===== src/sv/assert_macros.svh =====
// concurrent assertion helpers, compiled out for synthesis
`ifndef ASSERT_MACROS_SVH
`define ASSERT_MACROS_SVH

`ifndef SYNTHESIS

`define MSC_ASSERT(lbl, clk, rstn, prop) \
  lbl: assert property (@(posedge clk) disable iff (!(rstn)) (prop)) \
    else $error("assertion failed");

`define MSC_ASSERT_NORST(lbl, clk, prop) \
  lbl: assert property (@(posedge clk) (prop)) \
    else $error("assertion failed");

`else

`define MSC_ASSERT(lbl, clk, rstn, prop)

`define MSC_ASSERT_NORST(lbl, clk, prop)

`endif

`endif


===== src/sv/msc_pkg.sv =====
`timescale 1ns / 1ps

package msc_pkg;

  localparam int COUNT_WIDTH_DEF = 32;
  localparam int ID_WIDTH        = 31;
  localparam int AGE_WIDTH       = 16;
  localparam int OUT_CNT_WIDTH   = 32;
  localparam int MODE_WIDTH      = 2;
  localparam int CFG_IDX_WIDTH   = 1;
  localparam int CFG_DATA_WIDTH  = 16;

  // bitmap cost: (id / 32 + 1) * 4
  localparam int BMP_SHIFT  = 5;
  localparam int BMP_IDX_W  = ID_WIDTH - BMP_SHIFT + 1;
  localparam int BMP_COST_W = BMP_IDX_W + 2;

  localparam logic [MODE_WIDTH-1:0] MODE_GT = 2'd0;
  localparam logic [MODE_WIDTH-1:0] MODE_EQ = 2'd1;
  localparam logic [MODE_WIDTH-1:0] MODE_LT = 2'd2;

  localparam logic [CFG_IDX_WIDTH-1:0] REG_COMPARE_MODE  = 1'b0;
  localparam logic [CFG_IDX_WIDTH-1:0] REG_AGE_THRESHOLD = 1'b1;

  typedef enum logic [1:0] {
    KIND_ARRAY  = 2'd0,
    KIND_RUN    = 2'd1,
    KIND_BITMAP = 2'd2
  } kind_t;

endpackage


===== src/sv/msc_cost_select.sv =====
`timescale 1ns / 1ps

module msc_cost_select #(
  parameter int COUNT_WIDTH = msc_pkg::COUNT_WIDTH_DEF
) (
  input  logic [COUNT_WIDTH-1:0]       match_cnt,
  input  logic [COUNT_WIDTH-1:0]       run_cnt,
  input  logic [msc_pkg::ID_WIDTH-1:0] largest_id,
  input  logic                         seen,
  output msc_pkg::kind_t               kind
);

  localparam int CMP_W = (COUNT_WIDTH + 3 > msc_pkg::BMP_COST_W) ?
                         COUNT_WIDTH + 3 : msc_pkg::BMP_COST_W;

  logic [msc_pkg::BMP_IDX_W-1:0] bmp_words;
  logic [CMP_W-1:0]              cost_array;
  logic [CMP_W-1:0]              cost_run;
  logic [CMP_W-1:0]              cost_bitmap;
  logic                          a_le_b;
  logic                          a_le_r;
  logic                          r_le_b;
  logic                          r_le_a;

  assign bmp_words   = msc_pkg::BMP_IDX_W'(largest_id >> msc_pkg::BMP_SHIFT) +
                       msc_pkg::BMP_IDX_W'(1);
  assign cost_array  = CMP_W'({match_cnt, 2'b00});
  assign cost_run    = CMP_W'({run_cnt, 3'b000});
  assign cost_bitmap = CMP_W'({bmp_words, 2'b00});

  // bitmap is unbounded when nothing matched
  assign a_le_b = !seen || (cost_array <= cost_bitmap);
  assign a_le_r = cost_array <= cost_run;
  assign r_le_b = !seen || (cost_run <= cost_bitmap);
  assign r_le_a = cost_run <= cost_array;

  always_comb begin
    if (a_le_b && a_le_r) begin
      kind = msc_pkg::KIND_ARRAY;
    end else if (r_le_b && r_le_a) begin
      kind = msc_pkg::KIND_RUN;
    end else begin
      kind = msc_pkg::KIND_BITMAP;
    end
  end

endmodule


===== src/sv/match_set_container_selector_unit.sv =====
// match set container selector
// input channel: in_valid/in_ready carry one record (in_user_id, in_age_days,
// in_last_record). a record matches when its age compares against the
// threshold under the compare mode (greater, equal, less; mode 3 never hits).
// match count, run count, first and largest matching id are kept per data
// set; the counters saturate at 2^COUNT_WIDTH - 1.
// output channel: out_valid/out_ready carry one result per data set, on the
// record marked last: the cheapest container (array, run, bitmap, ties to
// array then run) with the statistics; statistics then clear.
// config port: cfg_we writes cfg_wdata to register cfg_index at once
// (0 compare mode, 1 age threshold); write only while idle.
// a record is registered on transfer; when the last record leaves the record
// register, its result goes into the output register and out_valid rises,
// unless a result is pending unread. throughput: one record per cycle while no
// last record waits, set by the single record register ahead of the
// statistics update. when the receiver stalls with a result pending, non-last
// records keep flowing; a following last record waits in the record register.
// reset (rst_n low, synchronous) clears statistics, both config registers,
// and the valid flags; no clearing pass is needed.
`timescale 1ns / 1ps
`include "assert_macros.svh"

module match_set_container_selector_unit #(
  parameter int COUNT_WIDTH = msc_pkg::COUNT_WIDTH_DEF
) (
  input  logic                                 clk,
  input  logic                                 rst_n,

  input  logic                                 in_valid,
  output logic                                 in_ready,
  input  logic [msc_pkg::ID_WIDTH-1:0]         in_user_id,
  input  logic [msc_pkg::AGE_WIDTH-1:0]        in_age_days,
  input  logic                                 in_last_record,

  output logic                                 out_valid,
  input  logic                                 out_ready,
  output logic [1:0]                           out_container_kind,
  output logic [msc_pkg::OUT_CNT_WIDTH-1:0]    out_match_total,
  output logic [msc_pkg::OUT_CNT_WIDTH-1:0]    out_run_total,
  output logic [msc_pkg::ID_WIDTH-1:0]         out_first_match_id,
  output logic [msc_pkg::ID_WIDTH-1:0]         out_largest_match_id,
  output logic                                 out_any_match,

  input  logic                                 cfg_we,
  input  logic [msc_pkg::CFG_IDX_WIDTH-1:0]    cfg_index,
  input  logic [msc_pkg::CFG_DATA_WIDTH-1:0]   cfg_wdata
);

  localparam logic [COUNT_WIDTH-1:0] CNT_MAX = '1;

  // configuration
  logic [msc_pkg::MODE_WIDTH-1:0] mode_r;
  logic [msc_pkg::AGE_WIDTH-1:0]  thresh_r;

  // record register
  logic                           s1_valid_r;
  logic [msc_pkg::ID_WIDTH-1:0]   s1_id_r;
  logic [msc_pkg::AGE_WIDTH-1:0]  s1_age_r;
  logic                           s1_last_r;

  // statistics
  logic [COUNT_WIDTH-1:0]         match_cnt_r;
  logic [COUNT_WIDTH-1:0]         run_cnt_r;
  logic                           prev_hit_r;
  logic [msc_pkg::ID_WIDTH-1:0]   first_id_r;
  logic [msc_pkg::ID_WIDTH-1:0]   largest_id_r;
  logic                           seen_r;

  // result register
  logic                           out_valid_r;
  msc_pkg::kind_t                 kind_r;
  logic [msc_pkg::OUT_CNT_WIDTH-1:0] match_tot_r;
  logic [msc_pkg::OUT_CNT_WIDTH-1:0] run_tot_r;
  logic [msc_pkg::ID_WIDTH-1:0]   out_first_r;
  logic [msc_pkg::ID_WIDTH-1:0]   out_largest_r;
  logic                           out_any_r;

  logic                           s1_go;
  logic                           hit;
  logic [COUNT_WIDTH-1:0]         match_cnt_nxt;
  logic [COUNT_WIDTH-1:0]         run_cnt_nxt;
  logic [msc_pkg::ID_WIDTH-1:0]   first_id_nxt;
  logic [msc_pkg::ID_WIDTH-1:0]   largest_id_nxt;
  logic                           seen_nxt;
  logic [msc_pkg::OUT_CNT_WIDTH-1:0] match_tot_nxt;
  logic [msc_pkg::OUT_CNT_WIDTH-1:0] run_tot_nxt;
  msc_pkg::kind_t                 kind_nxt;

  assign s1_go    = s1_valid_r && (!s1_last_r || !out_valid_r || out_ready);
  assign in_ready = !s1_valid_r || s1_go;

  always_comb begin
    unique case (mode_r)
      msc_pkg::MODE_GT: hit = s1_age_r > thresh_r;
      msc_pkg::MODE_EQ: hit = s1_age_r == thresh_r;
      msc_pkg::MODE_LT: hit = s1_age_r < thresh_r;
      default:          hit = 1'b0;
    endcase
  end

  // statistics including the record in the register
  always_comb begin
    match_cnt_nxt  = match_cnt_r;
    run_cnt_nxt    = run_cnt_r;
    first_id_nxt   = first_id_r;
    largest_id_nxt = largest_id_r;
    if (hit) begin
      if (match_cnt_r != CNT_MAX) begin
        match_cnt_nxt = match_cnt_r + COUNT_WIDTH'(1);
      end
      if (!prev_hit_r && (run_cnt_r != CNT_MAX)) begin
        run_cnt_nxt = run_cnt_r + COUNT_WIDTH'(1);
      end
      if (!seen_r) begin
        first_id_nxt = s1_id_r;
      end
      if (!seen_r || (s1_id_r > largest_id_r)) begin
        largest_id_nxt = s1_id_r;
      end
    end
  end

  assign seen_nxt = seen_r || hit;

  generate
    if (COUNT_WIDTH > msc_pkg::OUT_CNT_WIDTH) begin : g_clamp
      assign match_tot_nxt = (|match_cnt_nxt[COUNT_WIDTH-1:msc_pkg::OUT_CNT_WIDTH]) ?
                             '1 : match_cnt_nxt[msc_pkg::OUT_CNT_WIDTH-1:0];
      assign run_tot_nxt   = (|run_cnt_nxt[COUNT_WIDTH-1:msc_pkg::OUT_CNT_WIDTH]) ?
                             '1 : run_cnt_nxt[msc_pkg::OUT_CNT_WIDTH-1:0];
    end else begin : g_extend
      assign match_tot_nxt = msc_pkg::OUT_CNT_WIDTH'(match_cnt_nxt);
      assign run_tot_nxt   = msc_pkg::OUT_CNT_WIDTH'(run_cnt_nxt);
    end
  endgenerate

  msc_cost_select #(
    .COUNT_WIDTH (COUNT_WIDTH)
  ) u_cost_select (
    .match_cnt  (match_cnt_nxt),
    .run_cnt    (run_cnt_nxt),
    .largest_id (largest_id_nxt),
    .seen       (seen_nxt),
    .kind       (kind_nxt)
  );

  always_ff @(posedge clk) begin
    if (!rst_n) begin
      mode_r       <= msc_pkg::MODE_GT;
      thresh_r     <= '0;
      s1_valid_r   <= 1'b0;
      match_cnt_r  <= '0;
      run_cnt_r    <= '0;
      prev_hit_r   <= 1'b0;
      first_id_r   <= '0;
      largest_id_r <= '0;
      seen_r       <= 1'b0;
      out_valid_r  <= 1'b0;
    end else begin
      if (cfg_we) begin
        unique case (cfg_index)
          msc_pkg::REG_COMPARE_MODE:  mode_r   <= cfg_wdata[msc_pkg::MODE_WIDTH-1:0];
          msc_pkg::REG_AGE_THRESHOLD: thresh_r <= cfg_wdata[msc_pkg::AGE_WIDTH-1:0];
          default: ;
        endcase
      end

      if (in_ready) begin
        s1_valid_r <= in_valid;
      end

      if (s1_go) begin
        if (s1_last_r) begin
          match_cnt_r  <= '0;
          run_cnt_r    <= '0;
          prev_hit_r   <= 1'b0;
          first_id_r   <= '0;
          largest_id_r <= '0;
          seen_r       <= 1'b0;
        end else begin
          match_cnt_r  <= match_cnt_nxt;
          run_cnt_r    <= run_cnt_nxt;
          prev_hit_r   <= hit;
          first_id_r   <= first_id_nxt;
          largest_id_r <= largest_id_nxt;
          seen_r       <= seen_nxt;
        end
      end

      if (s1_go && s1_last_r) begin
        out_valid_r <= 1'b1;
      end else if (out_ready) begin
        out_valid_r <= 1'b0;
      end
    end
  end

  // payload registers
  always_ff @(posedge clk) begin
    if (in_ready && in_valid) begin
      s1_id_r   <= in_user_id;
      s1_age_r  <= in_age_days;
      s1_last_r <= in_last_record;
    end
    if (s1_go && s1_last_r) begin
      kind_r        <= kind_nxt;
      match_tot_r   <= match_tot_nxt;
      run_tot_r     <= run_tot_nxt;
      out_first_r   <= seen_nxt ? first_id_nxt : '0;
      out_largest_r <= seen_nxt ? largest_id_nxt : '0;
      out_any_r     <= seen_nxt;
    end
  end

  assign out_valid            = out_valid_r;
  assign out_container_kind   = kind_r;
  assign out_match_total      = match_tot_r;
  assign out_run_total        = run_tot_r;
  assign out_first_match_id   = out_first_r;
  assign out_largest_match_id = out_largest_r;
  assign out_any_match        = out_any_r;

  `MSC_ASSERT(a_any_vs_count, clk, rst_n,
    out_valid_r |-> (out_any_r == (match_tot_r != '0)))
  `MSC_ASSERT(a_empty_result, clk, rst_n,
    (out_valid_r && !out_any_r) |-> (kind_r == msc_pkg::KIND_ARRAY &&
      out_first_r == '0 && out_largest_r == '0 && run_tot_r == '0))
  `MSC_ASSERT(a_runs_bounded, clk, rst_n,
    (out_valid_r && out_any_r) |-> (run_tot_r != '0 && run_tot_r <= match_tot_r))
  `MSC_ASSERT(a_last_waits, clk, rst_n,
    (s1_valid_r && s1_last_r && out_valid_r && !out_ready) |=>
      (s1_valid_r && $stable(match_cnt_r) && $stable(run_cnt_r)))

endmodule

===== config.mk =====
export PLATFORM = sky130hd
export DESIGN_NAME = match_set_container_selector_unit
export DESIGN_NICKNAME = d
export VERILOG_FILES = /design/src/sv/msc_pkg.sv /design/src/sv/msc_cost_select.sv /design/src/sv/match_set_container_selector_unit.sv
export VERILOG_INCLUDE_DIRS = /design/src /design/src/sv
export SDC_FILE = /design/constraint.sdc
export NUM_CORES = 1
export LEC_CHECK = 0
export BUFFER_PORTS_ARGS = -buffer_cell sky130_fd_sc_hd__buf_2
export CELL_PAD_IN_SITES_DETAIL_PLACEMENT = 1
export CELL_PAD_IN_SITES_GLOBAL_PLACEMENT = 1
export CORE_AREA = 8 8 248 179
export DETAILED_ROUTE_END_ITERATION = 7
export DIE_AREA = 0 0 256 187
export HOLD_SLACK_MARGIN = 0.03
export PLACE_DENSITY = 0.84
export SETUP_SLACK_MARGIN = 0.1
export SYNTH_ARGS = -nofsm -noshare
export SYNTH_HDL_FRONTEND = slang
export SYNTH_HIERARCHICAL = 1
export SYNTH_SLANG_ARGS = --single-unit
export TNS_END_PERCENT = 20

===== constraint.sdc =====
create_clock -name clk -period 5.86 [get_ports clk]
set_input_delay 1.172 -clock clk [delete_from_list [all_inputs] [get_ports clk]]
set_output_delay 1.172 -clock clk [all_outputs]
set_load 0.01 [all_outputs]

==> metrics.txt, run 1 <==
# TYPE chip_impl_metric gauge
chip_impl_metric{name="design_power_total",unit="W"} 0.00571
chip_impl_info{name="reg2reg_to",value="out_container_kind[1]$_DFFE_PP_"} 1
chip_impl_info{name="grt_setup_unrepaired",value="yes"} 1
chip_impl_metric{name="clk_transition_reported_paths",unit="ns"} 0.08
chip_impl_metric{name="clock_tree.htree_level_count",unit=""} 2
chip_impl_metric{name="timing.critical_path.required",unit="ns"} 6.15
chip_impl_info{name="start_kind",value="flip-flop"} 1
chip_impl_metric{name="gpl.final_weighted_congestion",unit=""} 0.908
chip_impl_metric{name="reg2reg_slack",unit="ns"} -0.13
chip_impl_metric{name="routed_wire_length_per_instance",unit="um"} 25.3
chip_impl_metric{name="port_buffers",unit=""} 200
chip_impl_metric{name="synth_edf_count",unit=""} 177
chip_impl_metric{name="total_switching_power",unit="W"} 0.00156
chip_impl_metric{name="die_area",unit="um^2"} 47900
chip_impl_metric{name="numClockSinks",unit=""} 325
chip_impl_metric{name="finish.net_count",unit=""} 2159
chip_impl_metric{name="rr_worst_depth",unit=""} 29
chip_impl_metric{name="fin_skew",unit="ns"} 0.0271
chip_impl_metric{name="clk_latency_worst_skew_pair",unit="ns"} 0.54
chip_impl_metric{name="mappedNetlistNets",unit=""} 1851
chip_impl_info{name="crit_path_start",value="s1_id_r[30]$_DFFE_PP_"} 1
chip_impl_metric{name="final_util",unit=""} 0.520
chip_impl_info{name="endpoint_kind",value="flip-flop"} 1
chip_impl_metric{name="drtAntennaViolNets",unit=""} 0
chip_impl_metric{name="synth-seq-area-share",unit=""} 0.494
chip_impl_metric{name="dpl_cell_area",unit="um^2"} 19100
chip_impl_metric{name="num_antenna_cells",unit=""} 0
chip_impl_metric{name="totalNegativeSetupSlack",unit="ns"} -0.232
chip_impl_info{name="dominant_combinational_cell_family_by_area_after_synthesis",value="compound AO/OA/AOI/OAI gates"} 1
chip_impl_info{name="worst_r2r_startpoint",value="s1_id_r[30]$_DFFE_PP_"} 1
chip_impl_info{name="crit_path_end",value="out_container_kind[1]$_DFFE_PP_"} 1
chip_impl_metric{name="post_synth_xor_area_fraction",unit=""} 0.0463
chip_impl_metric{name="drv.max_cap_violation_count",unit=""} 0
chip_impl_metric{name="synth_adder_area_share",unit=""} 0.0985
chip_impl_metric{name="placement_rows",unit=""} 62
chip_impl_info{name="hold_path.class",value="reg2reg"} 1
chip_impl_metric{name="starting_utilization_of_the_core_area",unit=""} 0.415
chip_impl_metric{name="cp.depth",unit=""} 29
chip_impl_metric{name="die_w",unit="um"} 256
chip_impl_metric{name="grt_max_degree",unit=""} 115
chip_impl_metric{name="postLayoutSetupSlackWorst",unit="ns"} -0.131
chip_impl_metric{name="netlist-cell-type-count",unit=""} 68
chip_impl_metric{name="flow.area_growth_from_synthesis",unit="%"} 25.4
chip_impl_metric{name="synth_async_sr_flop_share",unit=""} 0
chip_impl_metric{name="final_hold_viol_count",unit=""} 0
chip_impl_metric{name="period_needed",unit="ns"} 5.99
chip_impl_metric{name="p_sw_frac",unit=""} 0.272
chip_impl_metric{name="yosys_register_bits",unit=""} 325
chip_impl_metric{name="tightest_slew",unit="ns"} 0.933
chip_impl_metric{name="post_synth_mux_area_share",unit=""} 0.00186
chip_impl_info{name="crit_family",value="simple AND/OR/NAND/NOR gates"} 1
chip_impl_metric{name="internal_power",unit="W"} 0.00416
chip_impl_metric{name="timing.fmax",unit="GHz"} 0.167
chip_impl_metric{name="first_iter_violations",unit=""} 1466
chip_impl_metric{name="fin_worst_hold_slack",unit="ns"} 0.468
chip_impl_info{name="cts_tree",value="built"} 1
chip_impl_metric{name="cts_buffers",unit=""} 35
chip_impl_metric{name="slew_headroom",unit=""} 0.378
chip_impl_metric{name="netlist_area",unit="um^2"} 16800
chip_impl_info{name="ctsRootBufferMaster",value="clkbuf_16"} 1
chip_impl_metric{name="nFillCells",unit=""} 4454
chip_impl_metric{name="setup_viol_count_final",unit=""} 2
chip_impl_metric{name="coreArea",unit="um^2"} 40400
chip_impl_info{name="yosys.cell_count.top_type",value="nand2_1"} 1
chip_impl_metric{name="antenna_violations_before_repair",unit=""} 0
chip_impl_metric{name="grt_pass1_wl",unit="um"} 94700
chip_impl_info{name="criticalPathCategory",value="reg2reg"} 1
chip_impl_metric{name="cts.path.max_buffers",unit=""} 3
chip_impl_metric{name="ir_worst_vdd",unit="V"} 0.000158
chip_impl_metric{name="number_of_global_route_vias_before_repair",unit=""} 15900
chip_impl_info{name="failed_checks",value="setup timing"} 1
chip_impl_metric{name="place.detailed.hpwl",unit="um"} 41400
chip_impl_metric{name="drcViolationCount",unit=""} 0
chip_impl_metric{name="grt_use_total",unit=""} 0.247
chip_impl_info{name="yosys-top-cells-count",value="nand2_1 (193), edfxtp_1 (177), dfxtp_1 (148)"} 1
chip_impl_metric{name="gr-total-overflow",unit=""} 0
chip_impl_metric{name="synth-compound-area-share",unit=""} 0.168
chip_impl_metric{name="signal_arrival_time_at_the_worst_endpoint",unit="ns"} 6.28
chip_impl_info{name="worst_path_most_repeated_cell",value="buf_4"} 1
chip_impl_metric{name="pwr-share-seq",unit=""} 0.443
chip_impl_metric{name="timing.final.max_slew_violations",unit=""} 0
chip_impl_metric{name="dr_total_vias",unit=""} 15500
chip_impl_info{name="yosys_most_used_dff",value="edfxtp_1"} 1
chip_impl_metric{name="final_area",unit="um^2"} 21000
chip_impl_metric{name="drive_gt1_frac",unit=""} 0.254
chip_impl_metric{name="share_of_the_clock_period_used_by_the_worst_path_after_layout",unit=""} 1.02
chip_impl_metric{name="total_power_per_unit_cell_area",unit="nW/um^2"} 272
chip_impl_metric{name="finalWirelength",unit="um"} 63900
chip_impl_metric{name="synth_cells",unit=""} 1649
chip_impl_metric{name="worstPathMaxFanout",unit=""} 19
chip_impl_metric{name="power.static_leakage",unit="nW"} 8.67
chip_impl_metric{name="io_pins",unit=""} 201
chip_impl_metric{name="combPwrFrac",unit=""} 0.158
chip_impl_metric{name="die_height",unit="um"} 187
chip_impl_metric{name="ys_warn_count",unit=""} 6
chip_impl_info{name="netlist.top_cell.by_area",value="edfxtp_1"} 1
chip_impl_metric{name="cp_max_stage_delay",unit="ns"} 0.46
chip_impl_info{name="cpMaxStageDelayCell",value="edfxtp_1"} 1
chip_impl_metric{name="critPathBufInv",unit=""} 9
chip_impl_metric{name="power.share.clock",unit=""} 0.399
chip_impl_metric{name="via_per_inst",unit=""} 6.14
chip_impl_info{name="outcome",value="complete, but fails checks"} 1
chip_impl_info{name="ys_top_cells_by_area",value="edfxtp_1 (32%), dfxtp_1 (18%), ha_1 (9.8%)"} 1
chip_impl_metric{name="synthSimpleGateAreaFrac",unit=""} 0.151
chip_impl_metric{name="post_synth.cell_area_avg",unit="um^2"} 10.2
chip_impl_metric{name="synth_top_area_share",unit=""} 0.317
chip_impl_metric{name="firstDrtPassIters",unit=""} 6
[worst min-delay path by stage]
stage                                  startpoint                       endpoint  slack (ns)  depth (start not counted)
floorplan            match_cnt_r[26]$_SDFFE_PN0P_   match_cnt_r[26]$_SDFFE_PN0P_        0.44                          1
global placement    largest_id_r[13]$_SDFFE_PN0P_  largest_id_r[13]$_SDFFE_PN0P_        0.46                          1
detailed placement   largest_id_r[1]$_SDFFE_PN0P_   largest_id_r[1]$_SDFFE_PN0P_        0.46                          1
CTS                     thresh_r[13]$_SDFFE_PN0P_      thresh_r[13]$_SDFFE_PN0P_        0.47                          2
global route         largest_id_r[3]$_SDFFE_PN0P_   largest_id_r[3]$_SDFFE_PN0P_        0.49                          1
finish                  thresh_r[13]$_SDFFE_PN0P_      thresh_r[13]$_SDFFE_PN0P_        0.47                          2
[stage by stage]
step / cells / worst slack [ns]
after floorplan: 1649 / 0.124
after global placement: 2428 / 0.142
after detailed placement: 2428 / -0.300
after CTS: 2514 / 0.108
after global routing: 2527 / -0.372
final: 2527 / -0.131
[power by group through the flow]
stage	registers (W)	clock network [W]	logic, W
6_report	0.00253	0.00228	0.000900
5_1_grt	0.00254	0.00238	0.000953
4_1_cts	0.00253	0.00228	0.000814
3_5_place_dp	0.00258	0	0.000720
3_3_place_gp	0.00257	0	0.000673
2_1_floorplan	0.00258	0	0.000401
[logic make-up after synthesis]
group,count (synthesis)
flops,325
simple gates,504
fa+ha+maj,132
compound gates,420
mux,3
xor+xnor,87
buf+inv,178
[flip-flops by register name (all words and copies together) (netlist names), 16 cells and up]
name,flops
out_match_total,32
out_first_match_id,31
s1_id_r,31
match_cnt_r,32
out_run_total,32
largest_id_r,31
out_largest_match_id,31
s1_age_r,16
first_id_r,31
run_cnt_r,32
thresh_r,16
[placed cells by master, fill, tap and decap left out, types with 37 or more instances in the layout]
| master | synthesis | routed |
|---|---|---|
| buf_4 | 0 | 145 |
| inv_1 | 91 | 90 |
| buf_2 | 8 | 200 |
| nand4_1 | 40 | 40 |
| ha_1 | 132 | 127 |
| o31ai_1 | 38 | 37 |
| nand2_1 | 193 | 190 |
| nand3_1 | 79 | 70 |
| a21oi_1 | 63 | 61 |
| o21ai_0 | 125 | 101 |
| edfxtp_1 | 177 | 177 |
| clkbuf_16 | 0 | 37 |
| dfxtp_1 | 148 | 147 |
| xnor2_1 | 53 | 44 |
| nor2_1 | 48 | 43 |
| a22o_1 | 66 | 66 |
[worst reg2reg max path, delay by kind of cell, from the launching register on]
kind / cells / cell delay (ns)
AO/OA/AOI/OAI: 6 / 0.84
XOR/XNOR: 1 / 0.10
adder cells (fa/ha/maj): 2 / 0.67
buffers and inverters: 9 / 1.41
flip-flops: 1 / 0.46
AND/OR/NAND/NOR: 11 / 2.25
[timing repair]
action	CTS	global route
gates cloned	4	0
endpoints found under the setup margin	2	2
pin swaps	23	28
setup buffers	19	13
hold buffers	0	0
gates resized for setup	61	47
[routing by layer]
metal,up-vias,global-route usage,part of all wire,wire length (um)
li1,6699,-,-,-
met1,7635,0.315,0.40,25700
met2,924,0.403,0.46,29400
met3,257,0.0578,0.088,5640
met4,0,0.0946,0.049,3120
met5,-,0,0,0
[layout make-up]
cell class              instances  area [um^2]  area share
clock buffers                  46          980      0.0466
clock inverters                17          160     0.00761
inverters                      91          344      0.0164
well taps                     544          681      0.0324
repair buffers                358         2350       0.112
flip-flops and latches        325         8280       0.394
multi-input cells            1146         8250       0.392
(Power assumes the default switching activity.)
==> inputs of run 2 (changes only) <==
--- a/config.mk
+++ b/config.mk
@@ -9,11 +9,11 @@
 export BUFFER_PORTS_ARGS = -buffer_cell sky130_fd_sc_hd__buf_2
 export CELL_PAD_IN_SITES_DETAIL_PLACEMENT = 1
 export CELL_PAD_IN_SITES_GLOBAL_PLACEMENT = 1
-export CORE_AREA = 8 8 248 179
+export CORE_AREA = 8 8 238 171
 export DETAILED_ROUTE_END_ITERATION = 7
-export DIE_AREA = 0 0 256 187
+export DIE_AREA = 0 0 246 179
 export HOLD_SLACK_MARGIN = 0.03
-export PLACE_DENSITY = 0.84
+export PLACE_DENSITY = 0.87
 export SETUP_SLACK_MARGIN = 0.1
 export SYNTH_ARGS = -nofsm -noshare
 export SYNTH_HDL_FRONTEND = slang
==> constraint.sdc (replaced) <==
create_clock -name clk -period 6.27 [get_ports clk]
set_input_delay 1.254 -clock clk [delete_from_list [all_inputs] [get_ports clk]]
set_output_delay 1.254 -clock clk [all_outputs]
set_load 0.01 [all_outputs]
==> run 2 against run 1 <==
Against the previous run:
- the run now ends clean
- sequential share of layout area rose by 1.8 points
- non-clock buffer count fell by 73
- cell count fell by 5.0%
- sequential power fell by 6%
- combinational power fell by 21%
- largest power group unchanged
==> metrics.txt, run 2 (same netlist as run 1, synthesis figures left out) <==
# TYPE chip_impl_metric gauge
chip_impl_metric{name="finish.net_count",unit=""} 2087
chip_impl_metric{name="nFillCells",unit=""} 4108
chip_impl_metric{name="worstPathMaxFanout",unit=""} 10
chip_impl_info{name="hold_path.class",value="reg2reg"} 1
chip_impl_metric{name="fin_skew",unit="ns"} 0.0245
chip_impl_metric{name="routed_wire_length_per_instance",unit="um"} 24.4
chip_impl_metric{name="number_of_global_route_vias_before_repair",unit=""} 15200
chip_impl_metric{name="power.share.clock",unit=""} 0.400
chip_impl_metric{name="setup_viol_count_final",unit=""} 0
chip_impl_metric{name="gr-total-overflow",unit=""} 0
chip_impl_metric{name="post-place-cells",unit=""} 2318
chip_impl_info{name="ctsRootBufferMaster",value="clkbuf_16"} 1
chip_impl_info{name="outcome",value="finished clean"} 1
chip_impl_metric{name="via_per_inst",unit=""} 6.09
chip_impl_metric{name="ir_worst_vdd",unit="V"} 0.000138
chip_impl_metric{name="antenna_violations_before_repair",unit=""} 1
chip_impl_metric{name="power.static_leakage",unit="nW"} 8.23
chip_impl_metric{name="timing.fmax",unit="GHz"} 0.163
chip_impl_metric{name="signal_arrival_time_at_the_worst_endpoint",unit="ns"} 6.45
chip_impl_metric{name="tightest_slew",unit="ns"} 1.00
chip_impl_metric{name="period_needed",unit="ns"} 6.15
chip_impl_info{name="criticalPathCategory",value="reg2reg"} 1
chip_impl_metric{name="totalNegativeSetupSlack",unit="ns"} 0
chip_impl_metric{name="drcViolationCount",unit=""} 0
chip_impl_metric{name="combPwrFrac",unit=""} 0.139
chip_impl_metric{name="slew_headroom",unit=""} 0.330
chip_impl_metric{name="p_sw_frac",unit=""} 0.274
chip_impl_metric{name="drtAntennaViolNets",unit=""} 0
chip_impl_metric{name="final_cells",unit=""} 2401
chip_impl_info{name="cts_tree",value="built"} 1
chip_impl_info{name="final_common_cell",value="buf_2"} 1
chip_impl_metric{name="numClockSinks",unit=""} 325
chip_impl_info{name="start_kind",value="flip-flop"} 1
chip_impl_info{name="min_from",value="thresh_r[7]$_SDFFE_PN0P_"} 1
chip_impl_metric{name="internal_power",unit="W"} 0.00372
chip_impl_metric{name="num_antenna_cells",unit=""} 0
chip_impl_metric{name="placement_rows",unit=""} 59
chip_impl_metric{name="drv.max_cap_violation_count",unit=""} 0
chip_impl_info{name="endpoint_kind",value="flip-flop"} 1
chip_impl_metric{name="share_of_the_clock_period_used_by_the_worst_path_after_layout",unit=""} 0.981
chip_impl_info{name="worst_r2r_startpoint",value="s1_id_r[26]$_DFFE_PP_"} 1
chip_impl_metric{name="finalWirelength",unit="um"} 58500
chip_impl_metric{name="final_util",unit=""} 0.546
chip_impl_metric{name="clk_transition_reported_paths",unit="ns"} 0.07
chip_impl_metric{name="dr_total_vias",unit=""} 14600
chip_impl_metric{name="die_area",unit="um^2"} 44000
chip_impl_info{name="layout.cells.most_common_list",value="buf_2 (200), nand2_1 (191), edfxtp_1 (177)"} 1
chip_impl_metric{name="clock_tree.htree_level_count",unit=""} 2
chip_impl_metric{name="gpl.final_weighted_congestion",unit=""} 0.928
chip_impl_metric{name="hold-path-cell-count",unit=""} 2
chip_impl_metric{name="cts.path.max_buffers",unit=""} 3
chip_impl_metric{name="final_hold_viol_count",unit=""} 0
chip_impl_metric{name="total_switching_power",unit="W"} 0.00141
chip_impl_metric{name="flow.area_growth_from_synthesis",unit="%"} 19.8
chip_impl_metric{name="io_pins",unit=""} 201
chip_impl_metric{name="grt_max_degree",unit=""} 87
chip_impl_metric{name="coreArea",unit="um^2"} 36800
chip_impl_metric{name="multiInputGateArea",unit="um^2"} 8090
chip_impl_metric{name="firstDrtPassIters",unit=""} 5
chip_impl_metric{name="first_iter_violations",unit=""} 1207
chip_impl_metric{name="drive_gt1_frac",unit=""} 0.210
chip_impl_metric{name="grt_use_total",unit=""} 0.246
chip_impl_metric{name="timing.critical_path.required",unit="ns"} 6.57
chip_impl_metric{name="total_power_per_unit_cell_area",unit="nW/um^2"} 255
chip_impl_metric{name="die_height",unit="um"} 179
chip_impl_metric{name="port_buffers",unit=""} 200
chip_impl_metric{name="register_cell_area_after_layout",unit="um^2"} 8280
chip_impl_metric{name="pwr-share-seq",unit=""} 0.461
chip_impl_metric{name="starting_utilization_of_the_core_area",unit=""} 0.455
chip_impl_metric{name="grt_pass1_wl",unit="um"} 86100
chip_impl_metric{name="postLayoutSetupSlackWorst",unit="ns"} 0.118
chip_impl_metric{name="clk_latency_worst_skew_pair",unit="ns"} 0.54
chip_impl_info{name="reg2reg_to",value="out_container_kind[1]$_DFFE_PP_"} 1
chip_impl_metric{name="timing.final.max_slew_violations",unit=""} 0
chip_impl_metric{name="reg2reg_slack",unit="ns"} 0.12
chip_impl_info{name="worstHoldEndpoint",value="thresh_r[7]$_SDFFE_PN0P_"} 1
chip_impl_metric{name="cts_buffers",unit=""} 36
chip_impl_metric{name="rr_worst_depth",unit=""} 23
chip_impl_metric{name="die_w",unit="um"} 246
chip_impl_metric{name="place.detailed.hpwl",unit="um"} 40500
chip_impl_metric{name="preCtsSetupSlack",unit="ns"} -0.439
-- run 2: cell count changes in the layout (fill, tap and decap cells not counted), sizes merged --
cell	previous run	this run
clkbuf	46	45
bufbuf	3	0
clkinv	11	15
bufinv	3	1
inv	91	94
buf	355	285
clkinvlp	3	2
-- run 2: stage by stage --
step | hold WS (ns) | instance area (um^2) | power (W)
after floorplan | 0.435 | 16800 | 0.00278
after global placement | 0.455 | 18600 | 0.00301
after detailed placement | 0.457 | 18600 | 0.00305
after CTS | 0.475 | 19800 | 0.00509
after global routing | 0.487 | 20100 | 0.00530
final | 0.471 | 20100 | 0.00513
-- run 2: worst max-delay path, stage by stage, from the launching register on --
cell and delay, ns:
edfxtp_1 0.45, ha_1 0.37, nand4_1 0.23, nor4_4 0.39, inv_1 0.16, nor3_4 0.34
a31oi_4 0.21, and2_2 0.35, o21ai_0 0.31, and4_4 0.32, nand4_4 0.14, nor3_4 0.27
and4_4 0.30, nand3_2 0.16, nor2_2 0.17, xnor2_1 0.11, ha_1 0.38, nand3_1 0.10
nor4_2 0.27, buf_4 0.17, o2111ai_1 0.15, a22oi_1 0.32, o2bb2ai_2 0.09, and2_1 0.15
-- run 2: metal layers --
layer,global-route usage,part of all wire
met1,0.324,0.42
met2,0.398,0.47
met3,0.0514,0.079
met4,0.0874,0.031
met5,0,0.00022
-- run 2: timing repair --
action | CTS | global route
pin swaps | 1 | 14
endpoints found under the hold margin | 0 | 0
gates resized for setup | 14 | 47
hold buffers | 0 | 0
endpoints found under the setup margin | 2 | 2
setup buffers | 5 | 12
-- run 2: worst max-delay path by stage --
stage / start / endpoint / slack, ns / cells past startpoint
detailed placement: s1_id_r[26]$_DFFE_PP_ / out_container_kind[0]$_DFFE_PP_ / -0.44 / 25
global placement: s1_age_r[15]$_DFFE_PP_ / out_container_kind[1]$_DFFE_PP_ / 0.12 / 19
global route: s1_id_r[26]$_DFFE_PP_ / out_container_kind[1]$_DFFE_PP_ / -0.07 / 24
CTS: s1_age_r[13]$_DFFE_PP_ / out_container_kind[0]$_DFFE_PP_ / 0.10 / 25
floorplan: s1_age_r[15]$_DFFE_PP_ / out_container_kind[0]$_DFFE_PP_ / 0.30 / 25
finish: s1_id_r[26]$_DFFE_PP_ / out_container_kind[1]$_DFFE_PP_ / 0.12 / 23
-- run 2: area by class of cell --
class / instances / share of cell area
flip-flops and latches: 325 / 0.412
multi-input cells: 1146 / 0.402
repair buffers: 285 / 0.0830
clock buffers: 45 / 0.0481
well taps: 488 / 0.0304
inverters: 91 / 0.0171
clock inverters: 21 / 0.00703
-- run 2: power groups by stage --
stage / Combinational (W) / Clock [W] / Sequential, W
global placement: 0.000601 / 0 / 0.00240
global route: 0.000759 / 0.00217 / 0.00237
CTS: 0.000656 / 0.00208 / 0.00236
detailed placement: 0.000643 / 0 / 0.00241
finish: 0.000711 / 0.00205 / 0.00237
floorplan: 0.000374 / 0 / 0.00241
==> inputs of run 3 (changes only) <==
--- a/config.mk
+++ b/config.mk
@@ -9,12 +9,12 @@
 export BUFFER_PORTS_ARGS = -buffer_cell sky130_fd_sc_hd__buf_2
 export CELL_PAD_IN_SITES_DETAIL_PLACEMENT = 1
 export CELL_PAD_IN_SITES_GLOBAL_PLACEMENT = 1
-export CORE_AREA = 8 8 238 171
+export CORE_AREA = 8 8 200 202
 export DETAILED_ROUTE_END_ITERATION = 7
-export DIE_AREA = 0 0 246 179
+export DIE_AREA = 0 0 208 210
 export HOLD_SLACK_MARGIN = 0.03
 export PLACE_DENSITY = 0.87
-export SETUP_SLACK_MARGIN = 0.1
+export SETUP_SLACK_MARGIN = 0.3
 export SYNTH_ARGS = -nofsm -noshare
 export SYNTH_HDL_FRONTEND = slang
 export SYNTH_HIERARCHICAL = 1
==> run 3 against run 2 <==
Against the previous run:
- sequential power about the same
- combinational power decreased by 1%
- final area increased by 0.37%
- fmax increased by 5.8%
- critical path type unchanged
- largest cell class unchanged
==> metrics.txt, run 3 (same netlist as run 1, synthesis figures left out) <==
# TYPE chip_impl_metric gauge
chip_impl_info{name="outcome",value="finished clean"} 1
chip_impl_metric{name="ir_worst_vdd",unit="V"} 0.000156
chip_impl_metric{name="gr-total-overflow",unit=""} 0
chip_impl_metric{name="num_antenna_cells",unit=""} 0
chip_impl_metric{name="combPwrFrac",unit=""} 0.135
chip_impl_metric{name="coreArea",unit="um^2"} 37000
chip_impl_metric{name="post-place-cells",unit=""} 2306
chip_impl_metric{name="first_iter_violations",unit=""} 928
chip_impl_metric{name="io_pins",unit=""} 201
chip_impl_metric{name="final_area",unit="um^2"} 20200
chip_impl_metric{name="number_of_global_route_vias_before_repair",unit=""} 15200
chip_impl_info{name="cts_tree",value="built"} 1
chip_impl_metric{name="die_area",unit="um^2"} 43700
chip_impl_info{name="worst_path_most_repeated_cell",value="or4_4"} 1
chip_impl_metric{name="firstDrtPassIters",unit=""} 5
chip_impl_info{name="grt_setup_unrepaired",value="no"} 1
chip_impl_metric{name="drive_gt1_frac",unit=""} 0.212
chip_impl_metric{name="gpl.final_weighted_congestion",unit=""} 0.920
chip_impl_metric{name="fin_skew",unit="ns"} 0.0360
chip_impl_metric{name="finalWirelength",unit="um"} 56200
chip_impl_metric{name="totalNegativeSetupSlack",unit="ns"} 0
chip_impl_info{name="worst_r2r_startpoint",value="s1_age_r[15]$_DFFE_PP_"} 1
chip_impl_metric{name="reg2reg_slack",unit="ns"} 0.45
chip_impl_info{name="path_cells",value="ha_1 > nand4_1 > or4_4 > a21oi_2 > nor3b_1 > or4_4 > buf_12 > a211oi_4 > nand2b_2 > nor2_1 > xor2_2 > inv_1 > ha_1 > nand4_1 > or4_4 > or3_4 > nor4_4 > o31ai_4 > o211ai_2 > o21ai_1 > and2_1"} 1
chip_impl_metric{name="die_height",unit="um"} 210
chip_impl_metric{name="routed_wire_length_per_instance",unit="um"} 23.6
chip_impl_metric{name="setup_viol_count_final",unit=""} 0
chip_impl_metric{name="clk_transition_reported_paths",unit="ns"} 0.06
chip_impl_info{name="crit_path_start",value="s1_age_r[15]$_DFFE_PP_"} 1
chip_impl_metric{name="port_buffers",unit=""} 200
chip_impl_metric{name="final_hold_viol_count",unit=""} 0
chip_impl_metric{name="clk_latency_worst_skew_pair",unit="ns"} 0.55
chip_impl_metric{name="timing.final.max_slew_violations",unit=""} 0
chip_impl_metric{name="dr_total_vias",unit=""} 14400
chip_impl_metric{name="internal_power",unit="W"} 0.00385
chip_impl_metric{name="p_sw_frac",unit=""} 0.264
chip_impl_metric{name="power.static_leakage",unit="nW"} 8.23
chip_impl_info{name="criticalPathCategory",value="reg2reg"} 1
chip_impl_metric{name="slew_headroom",unit=""} 0.237
chip_impl_metric{name="flow.area_growth_from_synthesis",unit="%"} 20.3
chip_impl_metric{name="grt_use_total",unit=""} 0.245
chip_impl_metric{name="antenna_violations_before_repair",unit=""} 0
chip_impl_metric{name="finish.net_count",unit=""} 2085
chip_impl_metric{name="via_per_inst",unit=""} 6.05
chip_impl_metric{name="postLayoutSetupSlackWorst",unit="ns"} 0.455
chip_impl_metric{name="final_cells",unit=""} 2385
chip_impl_metric{name="pwr-share-seq",unit=""} 0.453
chip_impl_metric{name="grt_pass1_wl",unit="um"} 86200
chip_impl_metric{name="nFillCells",unit=""} 4065
chip_impl_metric{name="register_cell_area_after_layout",unit="um^2"} 8280
chip_impl_metric{name="starting_utilization_of_the_core_area",unit=""} 0.454
chip_impl_metric{name="numClockSinks",unit=""} 325
chip_impl_metric{name="dpl_cell_area",unit="um^2"} 18600
chip_impl_metric{name="cp_max_stage_delay",unit="ns"} 0.58
chip_impl_metric{name="cts_buffers",unit=""} 37
chip_impl_metric{name="power.share.clock",unit=""} 0.413
chip_impl_info{name="reg2reg_to",value="out_container_kind[1]$_DFFE_PP_"} 1
chip_impl_metric{name="timing.critical_path.required",unit="ns"} 6.57
chip_impl_metric{name="drv.max_cap_violation_count",unit=""} 0
chip_impl_info{name="start_kind",value="flip-flop"} 1
chip_impl_metric{name="die_w",unit="um"} 208
chip_impl_metric{name="tightest_slew",unit="ns"} 1.14
chip_impl_info{name="crit_path_end",value="out_container_kind[1]$_DFFE_PP_"} 1
chip_impl_metric{name="timing.fmax",unit="GHz"} 0.172
chip_impl_info{name="cpMaxStageDelayCell",value="or4_4"} 1
chip_impl_metric{name="share_of_the_clock_period_used_by_the_worst_path_after_layout",unit=""} 0.927
chip_impl_info{name="ctsRootBufferMaster",value="clkbuf_16"} 1
chip_impl_metric{name="period_needed",unit="ns"} 5.82
chip_impl_metric{name="place.detailed.hpwl",unit="um"} 39900
chip_impl_metric{name="drtAntennaViolNets",unit=""} 0
chip_impl_info{name="endpoint_kind",value="flip-flop"} 1
chip_impl_metric{name="rr_worst_depth",unit=""} 21
chip_impl_metric{name="total_power_per_unit_cell_area",unit="nW/um^2"} 259
chip_impl_info{name="layout.cells.most_common_list",value="buf_2 (200), nand2_1 (190), edfxtp_1 (177)"} 1
chip_impl_metric{name="grt_max_degree",unit=""} 87
chip_impl_metric{name="cts.path.max_buffers",unit=""} 3
chip_impl_info{name="hold_path.class",value="reg2reg"} 1
chip_impl_metric{name="clock_tree.htree_level_count",unit=""} 2
chip_impl_metric{name="placement_rows",unit=""} 71
chip_impl_metric{name="preCtsSetupSlack",unit="ns"} -0.0830
chip_impl_metric{name="signal_arrival_time_at_the_worst_endpoint",unit="ns"} 6.12
chip_impl_info{name="final_common_cell",value="buf_2"} 1
chip_impl_metric{name="drcViolationCount",unit=""} 0
chip_impl_metric{name="total_switching_power",unit="W"} 0.00138
chip_impl_metric{name="multiInputGateArea",unit="um^2"} 8120
chip_impl_metric{name="worstPathMaxFanout",unit=""} 5
[run 3: cell count changes in the layout (fill, tap and decap cells not counted), sizes merged]
cell,previous run,this run
clkbuf,45,51
buf,285,281
inv,94,95
bufinv,1,3
clkinv,15,7
nand2,193,194
[run 3: how the worst min path moves through the flow]
stage	cells after the start	end	slack, ns	start
after floorplan	1	match_cnt_r[26]$_SDFFE_PN0P_	0.44	match_cnt_r[26]$_SDFFE_PN0P_
after global placement	1	match_cnt_r[26]$_SDFFE_PN0P_	0.45	match_cnt_r[26]$_SDFFE_PN0P_
after detailed placement	1	largest_id_r[19]$_SDFFE_PN0P_	0.46	largest_id_r[19]$_SDFFE_PN0P_
after CTS	2	thresh_r[8]$_SDFFE_PN0P_	0.47	thresh_r[8]$_SDFFE_PN0P_
after global routing	2	thresh_r[7]$_SDFFE_PN0P_	0.50	thresh_r[7]$_SDFFE_PN0P_
final	2	thresh_r[8]$_SDFFE_PN0P_	0.47	thresh_r[8]$_SDFFE_PN0P_
[run 3: area by class of cell]
| cell class | count | area share |
|---|---|---|
| multi-input cells | 1147 | 0.402 |
| clock buffers | 51 | 0.0505 |
| clock inverters | 16 | 0.00831 |
| flip-flops and latches | 325 | 0.410 |
| well taps | 474 | 0.0294 |
| inverters | 91 | 0.0171 |
| repair buffers | 281 | 0.0819 |
[run 3: metal layers]
layer / wire length, um / part of all wire / vias to the layer above / GRT usage
met2: 27300 / 0.49 / 542 / 0.420
met4: 2770 / 0.049 / 0 / 0.118
met5: 0 / 0 / - / 0
li1: - / - / 6532 / -
met1: 22600 / 0.40 / 7191 / 0.295
met3: 3460 / 0.062 / 174 / 0.0490
[run 3: per-stage QoR]
| stage | power [W] | hold WS, ns | util |
|---|---|---|---|
| floorplan | 0.00278 | 0.435 | - |
| global placement | 0.00300 | 0.452 | 0.503 |
| detailed placement | 0.00304 | 0.461 | 0.503 |
| CTS | 0.00521 | 0.470 | 0.538 |
| global route | 0.00540 | 0.500 | 0.546 |
| finish | 0.00523 | 0.469 | 0.546 |
[run 3: critical path: cells and delay by family (launching register included)]
kind                     cells  cell delay (ns)
AO/OA/AOI/OAI                5             0.82
XOR/XNOR                     1             0.27
adder cells (fa/ha/maj)      2             0.65
buffers and inverters        2             0.27
flip-flops                   1             0.38
AND/OR/NAND/NOR             11             3.19
[run 3: power groups by stage]
stage	sequential, W	combinational [W]	clock (W)
2_1_floorplan	0.00241	0.000374	0
3_3_place_gp	0.00241	0.000595	0
3_5_place_dp	0.00241	0.000631	0
4_1_cts	0.00237	0.000654	0.00219
5_1_grt	0.00237	0.000760	0.00227
6_report	0.00237	0.000704	0.00216
[run 3: repair_timing]
| item | CTS | global route |
|---|---|---|
| resized for setup | 25 | 49 |
| pin swaps | 4 | 11 |
| gates cloned | 0 | 1 |
| hold buffers | 0 | 0 |
| setup buffers | 2 | 9 |
| setup endpoints to repair | 2 | 2 |
